`src/rtl/lrfp_pkg.sv`:
```
// Shared types and constants of the laser range frame poller.
`default_nettype none

package lrfp_pkg;

   // Sizing defaults for the top-level parameters
   localparam int COUNTER_BITS_DEFAULT = 16;
   localparam int QUEUE_DEPTH_DEFAULT  = 2;

   // Control and status register port
   localparam int CSR_INDEX_BITS = 3;
   localparam int CSR_DATA_BITS  = 16;

   localparam logic [CSR_INDEX_BITS-1:0] REG_ENABLED          = 3'd0;
   localparam logic [CSR_INDEX_BITS-1:0] REG_START_DELAY      = 3'd1;
   localparam logic [CSR_INDEX_BITS-1:0] REG_INIT_GAP         = 3'd2;
   localparam logic [CSR_INDEX_BITS-1:0] REG_SAMPLE_PERIOD    = 3'd3;
   localparam logic [CSR_INDEX_BITS-1:0] REG_RESPONSE_TIMEOUT = 3'd4;
   localparam logic [CSR_INDEX_BITS-1:0] REG_STALE_TIMEOUT    = 3'd5;

   // Register reset values
   localparam logic [CSR_DATA_BITS-1:0] START_DELAY_RESET      = 16'd100;
   localparam logic [CSR_DATA_BITS-1:0] INIT_GAP_RESET         = 16'd180;
   localparam logic [CSR_DATA_BITS-1:0] SAMPLE_PERIOD_RESET    = 16'd100;
   localparam logic [CSR_DATA_BITS-1:0] RESPONSE_TIMEOUT_RESET = 16'd160;
   localparam logic [CSR_DATA_BITS-1:0] STALE_TIMEOUT_RESET    = 16'd900;

   // Item commands
   localparam logic CMD_BYTE = 1'b0;
   localparam logic CMD_TICK = 1'b1;

   // Request codes towards the rangefinder
   localparam logic [1:0] SEND_NONE     = 2'd0;
   localparam logic [1:0] SEND_LASER_ON = 2'd1;
   localparam logic [1:0] SEND_MEASURE  = 2'd2;

   localparam logic [13:0] AGE_MAX = 14'd9999;

   typedef struct packed {
      logic       command;
      logic [7:0] rx_byte;
   } req_item_type;

   typedef struct packed {
      logic [1:0]  send_request;
      logic        new_measurement;
      logic [19:0] distance_mm;
      logic        distance_valid;
      logic [13:0] age_ms;
      logic        awaiting_reply;
   } rsp_item_type;

   // Classified item handed from the front end to the back end
   typedef struct packed {
      logic       is_tick;
      logic [7:0] rx_byte;
      logic       digit_or_dot;
   } work_item_type;

endpackage

`default_nettype wire

```
`src/rtl/laser_range_frame_poller.sv`:
```
// Top level of the laser range frame poller: front end, work queue and back end.
// A result passes through the work queue and then the result queue before it reaches the rsp_ ports.
// Throughput: one item per cycle while the result queue is not full.
// Result queue and work queue each hold QUEUE_DEPTH entries.
// Reset (synchronous, active high) empties both queues, loads register defaults
// and restarts the start sequence; there is no clearing pass.
`default_nettype none

module laser_range_frame_poller #(
   parameter int COUNTER_BITS = lrfp_pkg::COUNTER_BITS_DEFAULT,
   parameter int QUEUE_DEPTH  = lrfp_pkg::QUEUE_DEPTH_DEFAULT
) (
   input  wire logic                                clock,
   input  wire logic                                reset,
   // Item channel
   input  wire logic                                push,
   input  wire lrfp_pkg::req_item_type              req_item,
   output logic                                     full,
   // Result channel
   input  wire logic                                pop,
   output logic                                     empty,
   output lrfp_pkg::rsp_item_type                   rsp_item,
   // Register writes
   input  wire logic                                csr_write_en,
   input  wire logic [lrfp_pkg::CSR_INDEX_BITS-1:0] csr_index,
   input  wire logic [lrfp_pkg::CSR_DATA_BITS-1:0]  csr_wdata
);

   logic                    work_valid;
   logic                    work_pop;
   lrfp_pkg::work_item_type work_item;

   // Front end: take each transfer, tag tick or byte, flag digit and dot characters
   // and hold the item in the work queue until the back end is free.
   lrfp_front #(
      .QUEUE_DEPTH (QUEUE_DEPTH)
   ) u_front (
      .clock      (clock),
      .reset      (reset),
      .push       (push),
      .req_item   (req_item),
      .full       (full),
      .work_valid (work_valid),
      .work_item  (work_item),
      .work_pop   (work_pop)
   );

   // Back end: advance the frame window, the start sequence and the timers,
   // one item a cycle, and push each result into the result queue. It stalls
   // only while the result queue is full, so a waiting result never blocks
   // intake until both queues have filled.
   lrfp_back #(
      .COUNTER_BITS (COUNTER_BITS),
      .QUEUE_DEPTH  (QUEUE_DEPTH)
   ) u_back (
      .clock        (clock),
      .reset        (reset),
      .csr_write_en (csr_write_en),
      .csr_index    (csr_index),
      .csr_wdata    (csr_wdata),
      .work_valid   (work_valid),
      .work_item    (work_item),
      .work_pop     (work_pop),
      .pop          (pop),
      .empty        (empty),
      .rsp_item     (rsp_item)
   );

endmodule

`default_nettype wire

```
`src/rtl/lrfp_fifo.sv`:
```
// Small first-in first-out queue with registered entries.
`default_nettype none

module lrfp_fifo #(
   parameter int WIDTH = 8,
   parameter int DEPTH = 2
) (
   input  wire logic             clock,
   input  wire logic             reset,
   input  wire logic             push,
   input  wire logic [WIDTH-1:0] wdata,
   output logic                  full,
   input  wire logic             pop,
   output logic [WIDTH-1:0]      rdata,
   output logic                  empty
);

   localparam int AW = (DEPTH > 1) ? $clog2(DEPTH) : 1;
   localparam int CW = $clog2(DEPTH + 1);

   logic [WIDTH-1:0] entry_ff [DEPTH];
   logic [AW-1:0]    wr_ptr_ff, wr_ptr_in;
   logic [AW-1:0]    rd_ptr_ff, rd_ptr_in;
   logic [CW-1:0]    count_ff, count_in;
   logic             do_push, do_pop;

   assign full    = (count_ff == CW'(DEPTH));
   assign empty   = (count_ff == '0);
   assign do_push = push && !full;
   assign do_pop  = pop && !empty;
   assign rdata   = entry_ff[rd_ptr_ff];

   always_comb begin
      wr_ptr_in = wr_ptr_ff;
      rd_ptr_in = rd_ptr_ff;
      count_in  = count_ff;
      if (do_push) begin
         wr_ptr_in = (wr_ptr_ff == AW'(DEPTH - 1)) ? '0 : wr_ptr_ff + AW'(1);
      end
      if (do_pop) begin
         rd_ptr_in = (rd_ptr_ff == AW'(DEPTH - 1)) ? '0 : rd_ptr_ff + AW'(1);
      end
      if (do_push && !do_pop) begin
         count_in = count_ff + CW'(1);
      end else if (do_pop && !do_push) begin
         count_in = count_ff - CW'(1);
      end
   end

   always_ff @(posedge clock) begin
      if (reset) begin
         wr_ptr_ff <= '0;
         rd_ptr_ff <= '0;
         count_ff  <= '0;
      end else begin
         wr_ptr_ff <= wr_ptr_in;
         rd_ptr_ff <= rd_ptr_in;
         count_ff  <= count_in;
      end
   end

   always_ff @(posedge clock) begin
      if (do_push) begin
         entry_ff[wr_ptr_ff] <= wdata;
      end
   end

endmodule

`default_nettype wire

```
`src/rtl/lrfp_front.sv`:
```
// Front end: takes items in, classifies them and queues them for the back end.
`default_nettype none

module lrfp_front #(
   parameter int QUEUE_DEPTH = lrfp_pkg::QUEUE_DEPTH_DEFAULT
) (
   input  wire logic                   clock,
   input  wire logic                   reset,
   input  wire logic                   push,
   input  wire lrfp_pkg::req_item_type req_item,
   output logic                        full,
   output logic                        work_valid,
   output lrfp_pkg::work_item_type     work_item,
   input  wire logic                   work_pop
);

   lrfp_pkg::work_item_type classified;
   logic                    work_empty;

   // Tag the item kind and flag ASCII digits and the dot
   always_comb begin
      classified.is_tick      = (req_item.command == lrfp_pkg::CMD_TICK);
      classified.rx_byte      = req_item.rx_byte;
      classified.digit_or_dot = ((req_item.rx_byte >= 8'h30) && (req_item.rx_byte <= 8'h39))
                                || (req_item.rx_byte == 8'h2E);
   end

   lrfp_fifo #(
      .WIDTH ($bits(lrfp_pkg::work_item_type)),
      .DEPTH (QUEUE_DEPTH)
   ) u_work_queue (
      .clock (clock),
      .reset (reset),
      .push  (push),
      .wdata (classified),
      .full  (full),
      .pop   (work_pop),
      .rdata (work_item),
      .empty (work_empty)
   );

   assign work_valid = !work_empty;

endmodule

`default_nettype wire

```
`src/rtl/lrfp_back.sv`:
```
// Back end: frame matching, start sequence, request timing and result queue.
`default_nettype none

module lrfp_back #(
   parameter int COUNTER_BITS = lrfp_pkg::COUNTER_BITS_DEFAULT,
   parameter int QUEUE_DEPTH  = lrfp_pkg::QUEUE_DEPTH_DEFAULT
) (
   input  wire logic                                 clock,
   input  wire logic                                 reset,
   input  wire logic                                 csr_write_en,
   input  wire logic [lrfp_pkg::CSR_INDEX_BITS-1:0]  csr_index,
   input  wire logic [lrfp_pkg::CSR_DATA_BITS-1:0]   csr_wdata,
   input  wire logic                                 work_valid,
   input  wire lrfp_pkg::work_item_type              work_item,
   output logic                                      work_pop,
   input  wire logic                                 pop,
   output logic                                      empty,
   output lrfp_pkg::rsp_item_type                    rsp_item
);

   localparam logic [1:0]  STAGE_START = 2'd0;
   localparam logic [1:0]  STAGE_GAP   = 2'd1;
   localparam logic [1:0]  STAGE_RUN   = 2'd2;
   localparam logic [3:0]  WIN_LEN     = 4'd11;
   localparam logic [31:0] ACK_HEAD    = 32'h8006_8501;
   localparam int          DW          = lrfp_pkg::CSR_DATA_BITS;
   localparam int          CB          = COUNTER_BITS;

   // Configuration
   logic          enabled_ff;
   logic [DW-1:0] start_delay_ff, init_gap_ff, sample_period_ff;
   logic [DW-1:0] response_timeout_ff, stale_timeout_ff;

   // Working state
   logic [7:0]    win_ff [11];
   logic [7:0]    win_in [11];
   logic [7:0]    win_new [11];
   logic [10:0]   dod_ff, dod_in, dod_new;
   logic [3:0]    fill_ff, fill_in, fill_new;
   logic [7:0]    sum_ff, sum_in, sum_new;
   logic [31:0]   hist_ff, hist_in;
   logic [1:0]    stage_ff, stage_in;
   logic          pending_ff, pending_in;
   logic [CB-1:0] action_ff, action_in, action_dec;
   logic [CB-1:0] reply_ff, reply_in, reply_dec;
   logic          valid_ff, valid_in;
   logic [19:0]   dist_ff, dist_in;
   logic [13:0]   age_ff, age_in, age_inc;

   logic                   fire, out_full;
   logic [1:0]             send;
   logic                   fresh, ack_seen, frame_ok;
   logic [7:0]             rx;
   logic signed [21:0]     mm;
   lrfp_pkg::rsp_item_type result;

   function automatic logic signed [21:0] digit_value(input logic [7:0] c);
      logic [7:0]        t;
      logic signed [4:0] s;
      t = c - 8'd48;
      s = t[4:0];
      return 22'(s);
   endfunction

   assign fire     = work_valid && !out_full;
   assign work_pop = fire;
   assign rx       = work_item.rx_byte;

   // Window after taking the byte: append while filling, slide once full
   always_comb begin
      for (int i = 0; i < 11; i++) begin
         if (fill_ff == 4'(i)) begin
            win_new[i] = rx;
            dod_new[i] = work_item.digit_or_dot;
         end else if (fill_ff == WIN_LEN && i == 10) begin
            win_new[i] = rx;
            dod_new[i] = work_item.digit_or_dot;
         end else if (fill_ff == WIN_LEN) begin
            win_new[i] = win_ff[(i < 10) ? i + 1 : i];
            dod_new[i] = dod_ff[(i < 10) ? i + 1 : i];
         end else begin
            win_new[i] = win_ff[i];
            dod_new[i] = dod_ff[i];
         end
      end
   end

   // Running byte sum of the window, modulo 256
   assign sum_new  = (fill_ff == WIN_LEN) ? (sum_ff - win_ff[0] + rx) : (sum_ff + rx);
   assign fill_new = (fill_ff < WIN_LEN) ? fill_ff + 4'd1 : fill_ff;
   assign ack_seen = (fill_ff >= 4'd4) && (hist_ff == ACK_HEAD) && (rx == 8'hF4);

   // Frame checksum holds when all eleven bytes sum to zero
   assign frame_ok = (fill_new == WIN_LEN) && (win_new[0] == 8'h80) && (win_new[1] == 8'h06)
                     && ((win_new[2] == 8'h82) || (win_new[2] == 8'h83))
                     && (&dod_new[9:3]) && (sum_new == 8'h00);

   assign mm = digit_value(win_new[3]) * 22'sd100000 + digit_value(win_new[4]) * 22'sd10000
             + digit_value(win_new[5]) * 22'sd1000 + digit_value(win_new[7]) * 22'sd100
             + digit_value(win_new[8]) * 22'sd10 + digit_value(win_new[9]);

   assign action_dec = (action_ff != '0) ? action_ff - CB'(1) : action_ff;
   assign reply_dec  = (reply_ff != '0) ? reply_ff - CB'(1) : reply_ff;
   assign age_inc    = (age_ff < lrfp_pkg::AGE_MAX) ? age_ff + 14'd1 : age_ff;

   always_comb begin
      for (int i = 0; i < 11; i++) begin
         win_in[i] = win_ff[i];
      end
      dod_in     = dod_ff;
      fill_in    = fill_ff;
      sum_in     = sum_ff;
      hist_in    = hist_ff;
      stage_in   = stage_ff;
      pending_in = pending_ff;
      action_in  = action_ff;
      reply_in   = reply_ff;
      valid_in   = valid_ff;
      dist_in    = dist_ff;
      age_in     = age_ff;
      send       = lrfp_pkg::SEND_NONE;
      fresh      = 1'b0;

      if (fire && enabled_ff) begin
         if (work_item.is_tick) begin
            action_in = action_dec;
            reply_in  = reply_dec;
            age_in    = age_inc;
            if (valid_ff && ({2'b00, age_inc} > stale_timeout_ff)) begin
               valid_in = 1'b0;
            end
            unique case (stage_ff)
               STAGE_START: begin
                  if (action_dec == '0) begin
                     fill_in   = '0;
                     sum_in    = '0;
                     send      = lrfp_pkg::SEND_LASER_ON;
                     stage_in  = STAGE_GAP;
                     action_in = CB'(init_gap_ff);
                  end
               end
               STAGE_GAP: begin
                  if (action_dec == '0) begin
                     stage_in  = STAGE_RUN;
                     action_in = CB'(40);
                  end
               end
               default: begin
                  if (pending_ff) begin
                     if (reply_dec == '0) begin
                        pending_in = 1'b0;
                     end
                  end else if (action_dec == '0) begin
                     fill_in    = '0;
                     sum_in     = '0;
                     send       = lrfp_pkg::SEND_MEASURE;
                     pending_in = 1'b1;
                     reply_in   = CB'(response_timeout_ff);
                     action_in  = CB'(sample_period_ff);
                  end
               end
            endcase
         end else begin
            hist_in = {hist_ff[23:0], rx};
            if (ack_seen) begin
               fill_in = '0;
               sum_in  = '0;
            end else if (frame_ok) begin
               fill_in = '0;
               sum_in  = '0;
               if (mm > 22'sd0) begin
                  dist_in    = mm[19:0];
                  valid_in   = 1'b1;
                  age_in     = '0;
                  pending_in = 1'b0;
                  fresh      = 1'b1;
               end
            end else begin
               for (int i = 0; i < 11; i++) begin
                  win_in[i] = win_new[i];
               end
               dod_in  = dod_new;
               fill_in = fill_new;
               sum_in  = sum_new;
            end
         end
      end
   end

   always_comb begin
      result.send_request    = send;
      result.new_measurement = fresh;
      result.distance_mm     = dist_in;
      result.distance_valid  = valid_in;
      result.age_ms          = valid_in ? age_in : lrfp_pkg::AGE_MAX;
      result.awaiting_reply  = pending_in;
   end

   // Configuration writes
   always_ff @(posedge clock) begin
      if (reset) begin
         enabled_ff          <= 1'b1;
         start_delay_ff      <= lrfp_pkg::START_DELAY_RESET;
         init_gap_ff         <= lrfp_pkg::INIT_GAP_RESET;
         sample_period_ff    <= lrfp_pkg::SAMPLE_PERIOD_RESET;
         response_timeout_ff <= lrfp_pkg::RESPONSE_TIMEOUT_RESET;
         stale_timeout_ff    <= lrfp_pkg::STALE_TIMEOUT_RESET;
      end else if (csr_write_en) begin
         unique case (csr_index)
            lrfp_pkg::REG_ENABLED:          enabled_ff          <= csr_wdata[0];
            lrfp_pkg::REG_START_DELAY:      start_delay_ff      <= csr_wdata;
            lrfp_pkg::REG_INIT_GAP:         init_gap_ff         <= csr_wdata;
            lrfp_pkg::REG_SAMPLE_PERIOD:    sample_period_ff    <= csr_wdata;
            lrfp_pkg::REG_RESPONSE_TIMEOUT: response_timeout_ff <= csr_wdata;
            lrfp_pkg::REG_STALE_TIMEOUT:    stale_timeout_ff    <= csr_wdata;
            default: begin
            end
         endcase
      end
   end

   always_ff @(posedge clock) begin
      if (reset) begin
         fill_ff    <= '0;
         sum_ff     <= '0;
         stage_ff   <= STAGE_START;
         pending_ff <= 1'b0;
         action_ff  <= CB'(lrfp_pkg::START_DELAY_RESET);
         reply_ff   <= '0;
         valid_ff   <= 1'b0;
         dist_ff    <= '0;
         age_ff     <= '0;
      end else begin
         fill_ff    <= fill_in;
         sum_ff     <= sum_in;
         stage_ff   <= stage_in;
         pending_ff <= pending_in;
         action_ff  <= action_in;
         reply_ff   <= reply_in;
         valid_ff   <= valid_in;
         dist_ff    <= dist_in;
         age_ff     <= age_in;
      end
   end

   // Window bytes and byte history only matter once counted in, so carry no reset
   always_ff @(posedge clock) begin
      for (int i = 0; i < 11; i++) begin
         win_ff[i] <= win_in[i];
      end
      dod_ff  <= dod_in;
      hist_ff <= hist_in;
   end

   lrfp_fifo #(
      .WIDTH ($bits(lrfp_pkg::rsp_item_type)),
      .DEPTH (QUEUE_DEPTH)
   ) u_result_queue (
      .clock (clock),
      .reset (reset),
      .push  (fire),
      .wdata (result),
      .full  (out_full),
      .pop   (pop),
      .rdata (rsp_item),
      .empty (empty)
   );

   // The start delay register is never read; after reset the start sequence uses its reset value
   logic unused_start_delay;
   assign unused_start_delay = ^start_delay_ff;

endmodule

`default_nettype wire

```
`config.mk`:
```
export PLATFORM = sky130hd
export DESIGN_NAME = laser_range_frame_poller
export DESIGN_NICKNAME = d
export VERILOG_FILES = /design/src/rtl/lrfp_pkg.sv /design/src/rtl/laser_range_frame_poller.sv /design/src/rtl/lrfp_fifo.sv /design/src/rtl/lrfp_front.sv /design/src/rtl/lrfp_back.sv
export SDC_FILE = /design/constraint.sdc
export NUM_CORES = 1
export LEC_CHECK = 0
export ABC_AREA = 1
export BUFFER_PORTS_ARGS = -buffer_cell sky130_fd_sc_hd__buf_2
export CAP_MARGIN = 10
export CORE_MARGIN = 3
export CORE_UTILIZATION = 35
export CTS_CLUSTER_DIAMETER = 100
export DETAILED_ROUTE_END_ITERATION = 8
export PLACE_DENSITY = 0.52
export SLEW_MARGIN = 20
export SYNTH_ARGS = -nofsm -noshare
export SYNTH_HDL_FRONTEND = slang
export SYNTH_SLANG_ARGS = --single-unit
```
`constraint.sdc`:
```
create_clock -name clock -period 8.1 [get_ports clock]
set_input_delay 0.405 -clock clock [delete_from_list [all_inputs] [get_ports clock]]
set_output_delay 0.405 -clock clock [all_outputs]
set_load 0.01 [all_outputs]
```
==> impl_metrics.py, run 1 <==
metrics = {
    "run_status": {
        "status": "finished clean",
    },
    "critical_path": {
        "worst_path_max_delay_cell": "fa_1",
        "setup.worst_path.start_class": "flop",
        "crit_path_max_incr_delay_ns": 0.55,
        "kind_of_end_point_of_the_critical_path": "flop",
        "cp_data_arrival_time_ns": 8.40,
        "critical_path.max_fanout": 8,
        "crit_top_cell": "fa_1",
        "critical_path_buffer_and_inverter_count": 12,
        "path_class": "reg2reg",
        "worst_ep_required_time_ns": 8.44,
        "critPathLaunch": "u_back.fill_ff[1]",
        "cell_family_contributing_the_most_delay_on_the_critical_path": "adder cells",
        "regToRegStartpoint": "u_back.fill_ff[1]",
    },
    "synthesis": {
        "synth_area_in_xor_xnor_pct": 2.77,
        "synthesis.area_per_instance_sq_um": 8.24,
        "synth_cell_type_count": 58,
        "synth_flop_cell": "edfxtp_1",
        "synth_edf_count": 226,
        "synth-compound-area-share_pct": 9.83,
        "synth_seq_cells": 383,
        "synth_simple_gate_area_share_pct": 21.6,
        "synth_adder_area_share_pct": 15.1,
        "synth_nets": 3348,
        "synthCells": 3067,
        "mappedNetlistArea_sq_um": 25300,
        "postSynth.asyncResetShare_pct": 0,
        "ys.warnings.count": 0,
        "synth_top_family_by_area": "simple AND/OR/NAND/NOR gates",
        "synth_mux_area_share_pct": 1.86,
        "synth_sequential_area_ratio_pct": 39.3,
    },
    "detailed_routing": {
        "via_per_inst": 4.87,
        "routed_wl_mm": 73.6,
        "drtPass1Iterations": 5,
        "post-route-drc-count": 0,
        "drt_first_iter_violations": 1513,
        "via_count": 20974,
        "final_antenna_net_count": 0,
        "wire_per_inst_um": 17.1,
    },
    "grt": {
        "global_route_wire_length_before_repair_mm": 116,
        "grt_overflow": 0,
        "globalRouteMet3Util_pct": 2.95,
        "grt_usage_pct": 19.5,
        "maximum_number_of_pins_on_one_net_before_global_route_repair": 89,
        "grt_met1_use_pct": 28.3,
        "first_global_vias": 20372,
        "initial_antenna_violation_count": 4,
        "gr-max-usage-layer": "met2",
        "gr-usage-met2_pct": 30.6,
    },
    "sta": {
        "slew_viol_final": 0,
        "tightest_slew_ns": 1.05,
        "finalHoldWorstSlack_ns": 0.0358,
        "relative_slew_margins_pct": 29.6,
        "max_clock_freq_mhz": 124,
        "shortest_clock_period_the_worst_path_allows_after_layout_ns": 8.06,
        "worst_clock_skew_ns": 0.0361,
        "final_min_period_over_clock_period_pct": 99.5,
        "hold_viol": 0,
        "setup_viol_count_final": 0,
        "rsz_0062_raised_after_global_routing": "yes",
    },
    "final_layout": {
        "layout.core_utilization_pct": 43.4,
        "ff_latch_area_sq_um": 9940,
        "layoutNonFillerInstCount": 4306,
        "final_net_count": 3609,
        "most_common_library_cell_in_the_layout_ignoring_fill_and_taps": "nand2_1",
        "area_growth_syn_to_layout_pct": 21.5,
        "multi_input_comb_area_sq_um": 13900,
        "layout.cells.most_common_list": "nand2_1, inv_1, nor2_1, edfxtp_1, buf_4",
        "layout-drive-gt1-share_pct": 20.3,
        "fillCellCount": 7110,
    },
    "clock_network": {
        "cts.path.max_buffers": 3,
        "worstSkewPairLatency_ns": 0.60,
        "cts.root.buffer_cell": "clkbuf_16",
        "tritoncts": "done",
        "clock_buffers_created_by_tritoncts": 45,
        "h-tree-depth": 2,
        "cts.sink_count": 383,
        "clkSlewWorstSetupHoldPaths_ns": 0.07,
    },
    "floorplan": {
        "die_area_sq_um": 75500,
        "start_util_pct": 35.7,
        "fp.dieW_um": 275,
        "fp.dieH_um": 275,
        "core_region_area_sq_um": 70800,
        "io_pins": 74,
        "num_rows": 97,
    },
    "placement": {
        "detailed_place_hpwl_mm": 54.8,
        "place.detailed.instances": 4189,
        "numPortBuffers": 73,
        "gp_congestion": 0.883,
    },
    "min_path": {
        "holdCritStartpoint": "req_item[6]",
        "worstHoldPathType": "in2reg",
    },
    "flow_run": {
        "max_cap_viol_count": 0,
    },
}
## metrics by stage
stage          setup TNS, ns  cell area, sq um  worst slack, ns
2_1_floorplan              0             25300           0.0103
3_3_place_gp          -16.37             28000           -0.236
3_5_place_dp           -9.09             28000           -0.149
4_1_cts                    0             29900          0.00269
5_1_grt               -20.39             30700           -0.279
6_report                   0             30700           0.0405
## final cells by class
cell class | count | share of cell area, %
multi-input cells | 2083 | 45.2
well taps | 940 | 3.83
inverters | 512 | 6.32
diodes | 1 | 0.00815
clock inverters | 24 | 0.990
clock buffers | 60 | 4.05
flip-flops and latches | 383 | 32.4
repair buffers | 303 | 7.25
## sequential cells by signal, summed over array words and instances, names as in the netlist, 2 cells and up, named ones only
name	cells
u_back.win_ff	88
u_back.u_result_queue.entry_ff	78
u_back.hist_ff	32
u_back.dist_ff	20
u_front.u_work_queue.entry_ff	20
u_back.action_ff	16
u_back.init_gap_ff	16
u_back.reply_ff	16
u_back.response_timeout_ff	16
u_back.sample_period_ff	16
u_back.stale_timeout_ff	16
u_back.age_ff	14
u_back.dod_ff	8
u_back.sum_ff	8
u_back.fill_ff	4
u_back.stage_ff	2
u_back.u_result_queue.count_ff	2
u_front.u_work_queue.count_ff	2
## path summary, 6_finish.rpt
path	endpoint	slack, ns	depth (start not counted)
worst max-delay path	u_back.u_result_queue.entry_ff[0][10]	0.04	41
worst min-delay path	u_front.u_work_queue.entry_ff[1][7]	0.04	1
worst max register to register	u_back.u_result_queue.entry_ff[0][10]	0.04	41
worst min register to register	u_back.hist_ff[15]	0.43	0
## cells by family (layout without fill, tap and decap cells)
| family | after synthesis | after routing |
|---|---|---|
| DFF | 383 | 383 |
| buffers and inverters | 603 | 899 |
| xor gates and xnor gates | 79 | 79 |
| muxes | 42 | 42 |
| AOI/OAI and AO/OA | 448 | 448 |
| and+or+nand+nor | 1264 | 1266 |
| other | 0 | 1 |
| adders and majority gates | 248 | 248 |
## routing by layer
layer  share of wire, %  routed length, um
met1                 49              36000
met2                 44              32700
met5              0.068                 50
met4                2.0               1450
met3                4.6               3420
## Yosys cell counts (all sizes together), types with 2 or more instances
master / n / share of area [%]
o31ai: 4 / 0.12
nand4: 76 / 1.9
o21bai: 12 / 0.37
nor4: 13 / 0.32
nand3: 151 / 3.2
o211ai: 26 / 0.77
o21ai: 206 / 4.2
a21oi: 158 / 3.2
a211oi: 5 / 0.15
nand3b: 16 / 0.48
and3: 3 / 0.074
a31oi: 15 / 0.37
a21o: 3 / 0.089
nor3: 31 / 0.61
mux2i: 3 / 0.12
xnor2: 19 / 0.66
inv: 505 / 7.5
o22ai: 10 / 0.25
ha: 152 / 7.5
dfxtp: 157 / 12
o21a: 4 / 0.12
mux2: 39 / 1.7
a31o: 2 / 0.069
or2: 7 / 0.17
buf: 34 / 1.0
clkbuf: 57 / 0.85
xor2: 60 / 2.1
nor2: 294 / 4.7
nand2: 668 / 10
fa: 96 / 7.6
clkinv: 7 / 0.10
edfxtp: 226 / 27
and2: 3 / 0.074
## repair_timing
action / in CTS / in global routing
gates resized for setup: 46 / 217
hold endpoints to repair: 2 / 0
pin swaps: 31 / 116
setup buffers: 10 / 21
endpoints found under the setup margin: 100 / 110
gates cloned: 2 / 1
hold buffers: 1 / 0
Power of run 1 is not shown: default switching activity piles up to over one toggle a cycle in this logic, so the estimate is an artifact.
==> run 2, diff against run 1 <==
- CELL_PAD_IN_SITES_DETAIL_PLACEMENT: unset -> 0
- CELL_PAD_IN_SITES_GLOBAL_PLACEMENT: unset -> 1
- PLACE_DENSITY: 0.52 -> 0.64
==> run 2 against run 1 <==
Critical path depth rose by 2. Sequential cell count did not move. Largest cell class unchanged. Via count rose by 0.91%. Final area fell by 2.7%. Highest routed layer is now met4. Critical endpoint is now u_back.u_result_queue.entry_ff[0][5]. Critical path type unchanged.
==> impl_metrics.py, run 2 (synthesis results as in run 1) <==
metrics = {
    "detailed_routing": {
        "via_count": 21165,
        "drt_first_iter_violations": 1395,
        "routed_wl_mm": 75.6,
        "final_antenna_net_count": 0,
        "drtPass1Iterations": 6,
        "via_per_inst": 4.99,
        "wire_per_inst_um": 17.8,
        "post-route-drc-count": 0,
    },
    "critical_path": {
        "path_class": "reg2reg",
        "r2r_setup_slack_ns": 0.12,
        "cell_family_contributing_the_most_delay_on_the_critical_path": "adder cells",
        "critical_path_buffer_and_inverter_count": 13,
        "cp_data_arrival_time_ns": 8.31,
        "setup.worst_path.start_class": "flop",
        "critical_path.max_fanout": 8,
        "crit_top_cell": "inv_1",
        "regToRegStartpoint": "u_back.fill_ff[1]",
        "critical_path.reg2reg.endpoint": "u_back.u_result_queue.entry_ff[0][5]",
        "crit_path_max_incr_delay_ns": 0.55,
        "rr_worst_depth": 43,
        "worst_ep_required_time_ns": 8.44,
        "worst_path_max_delay_cell": "fa_1",
        "kind_of_end_point_of_the_critical_path": "flop",
    },
    "sta": {
        "final_min_period_over_clock_period_pct": 98.5,
        "setup_viol_count_final": 0,
        "worst_clock_skew_ns": 0.0187,
        "finalHoldWorstSlack_ns": 0.0588,
        "hold_viol": 0,
        "max_clock_freq_mhz": 125,
        "slew_viol_final": 0,
        "tightest_slew_ns": 1.06,
        "shortest_clock_period_the_worst_path_allows_after_layout_ns": 7.98,
        "rsz_0062_raised_after_global_routing": "yes",
        "totalNegativeSetupSlack_ns": 0,
        "relative_slew_margins_pct": 29.5,
    },
    "final_layout": {
        "area_growth_syn_to_layout_pct": 18.3,
        "final_area_sq_um": 29900,
        "fillCellCount": 7096,
        "layout.cells.most_common_list": "nand2_1, inv_1, nor2_1, edfxtp_1, o21ai_0",
        "number_of_diodes_added_for_antenna_fixing": 0,
        "largest_register": "u_back.win_ff",
        "most_common_library_cell_in_the_layout_ignoring_fill_and_taps": "nand2_1",
        "largest_reg_flops": 88,
        "reg.largest.list": "u_back.win_ff (88), u_back.u_result_queue.entry_ff (78), u_back.hist_ff (32)",
        "final_net_count": 3549,
        "layout-drive-gt1-share_pct": 16.1,
    },
    "min_path": {
        "timing.hold.worst_endpoint": "u_front.u_work_queue.entry_ff[0][1]",
        "min_path_cells": 1,
        "worstHoldPathType": "in2reg",
        "holdCritStartpoint": "req_item[0]",
    },
    "placement": {
        "dpl-instance-area_sq_um": 27600,
        "numPortBuffers": 73,
        "detailed_place_hpwl_mm": 57.3,
        "gp_congestion": 0.882,
    },
    "clock_network": {
        "h-tree-depth": 2,
        "cts.root.buffer_cell": "clkbuf_16",
        "tritoncts": "done",
        "clkSlewWorstSetupHoldPaths_ns": 0.06,
        "clock_buffers_created_by_tritoncts": 45,
        "cts.path.max_buffers": 3,
        "worstSkewPairLatency_ns": 0.58,
        "cts.sink_count": 383,
    },
    "floorplan": {
        "fp.dieW_um": 275,
        "die_area_sq_um": 75500,
        "fp.dieH_um": 275,
        "num_rows": 97,
        "core_region_area_sq_um": 70800,
        "io_pins": 74,
        "start_util_pct": 35.7,
    },
    "grt": {
        "initial_antenna_violation_count": 0,
        "global_route_wire_length_before_repair_mm": 117,
        "grt_overflow": 0,
        "first_global_vias": 20854,
        "maximum_number_of_pins_on_one_net_before_global_route_repair": 75,
        "grt_usage_pct": 19.9,
    },
    "flow_run": {
        "max_cap_viol_count": 0,
    },
    "run_status": {
        "status": "finished clean",
    },
}
[run 2: changes by cell type in the layout (fill, tap and decap cells not counted), moves of 5 or more]
cell     delta
nor2_2      -7
nor2_1      +5
inv_2      -16
nand2_2    -42
nand2_1    +49
ha_1        +5
buf_6       -8
inv_1      +19
buf_4      -53
nand2_4     -6
ha_2        -6
[run 2: layout make-up]
cell class	count	area [sq um]	share of cell area, %
clock inverter	17	203	0.678
clock buffer	65	1280	4.29
sequential	383	9940	33.2
tap	940	1180	3.93
timing repair buffer	243	1760	5.89
multi-input combinational	2083	13600	45.5
inverter	512	1930	6.46
[run 2: layer usage]
layer / track usage [%] / wire (um)
met1: 28.2 / 35900
met2: 32.0 / 34700
met5: 0 / 0
met3: 2.57 / 3250
met4: 5.04 / 1740
[run 2: worst max-delay path by stage]
stage,startpoint,to,cells past startpoint
finish,u_back.fill_ff[1],u_back.u_result_queue.entry_ff[0][5],43
global route,u_back.fill_ff[1],u_back.u_result_queue.entry_ff[1][13],47
CTS,flop,u_back.u_result_queue.entry_ff[1][14],40
detailed placement,flop,u_back.u_result_queue.entry_ff[0][9],36
global placement,flop,u_back.u_result_queue.entry_ff[0][30],39
floorplan,u_back.fill_ff[1],u_back.u_result_queue.entry_ff[0][31],44
[run 2: repair_timing]
action / CTS / global route
resized for setup: 20 / 132
pin swaps: 15 / 78
gates cloned: 0 / 4
endpoints found under the hold margin: 4 / 0
hold buffers: 2 / 0
setup buffers: 4 / 16
setup endpoints to repair: 75 / 110
[run 2: stage by stage]
stage                     utilization [%]  cells  setup WS (ns)
after floorplan                         -   3067         0.0103
after global placement               39.0   4136         0.0222
after detailed placement             39.0   4136        -0.0974
after CTS                            41.2   4224       0.000180
after global routing                 42.3   4243         -0.279
final                                42.3   4243          0.123
Power of run 2 is left out for the same reason.
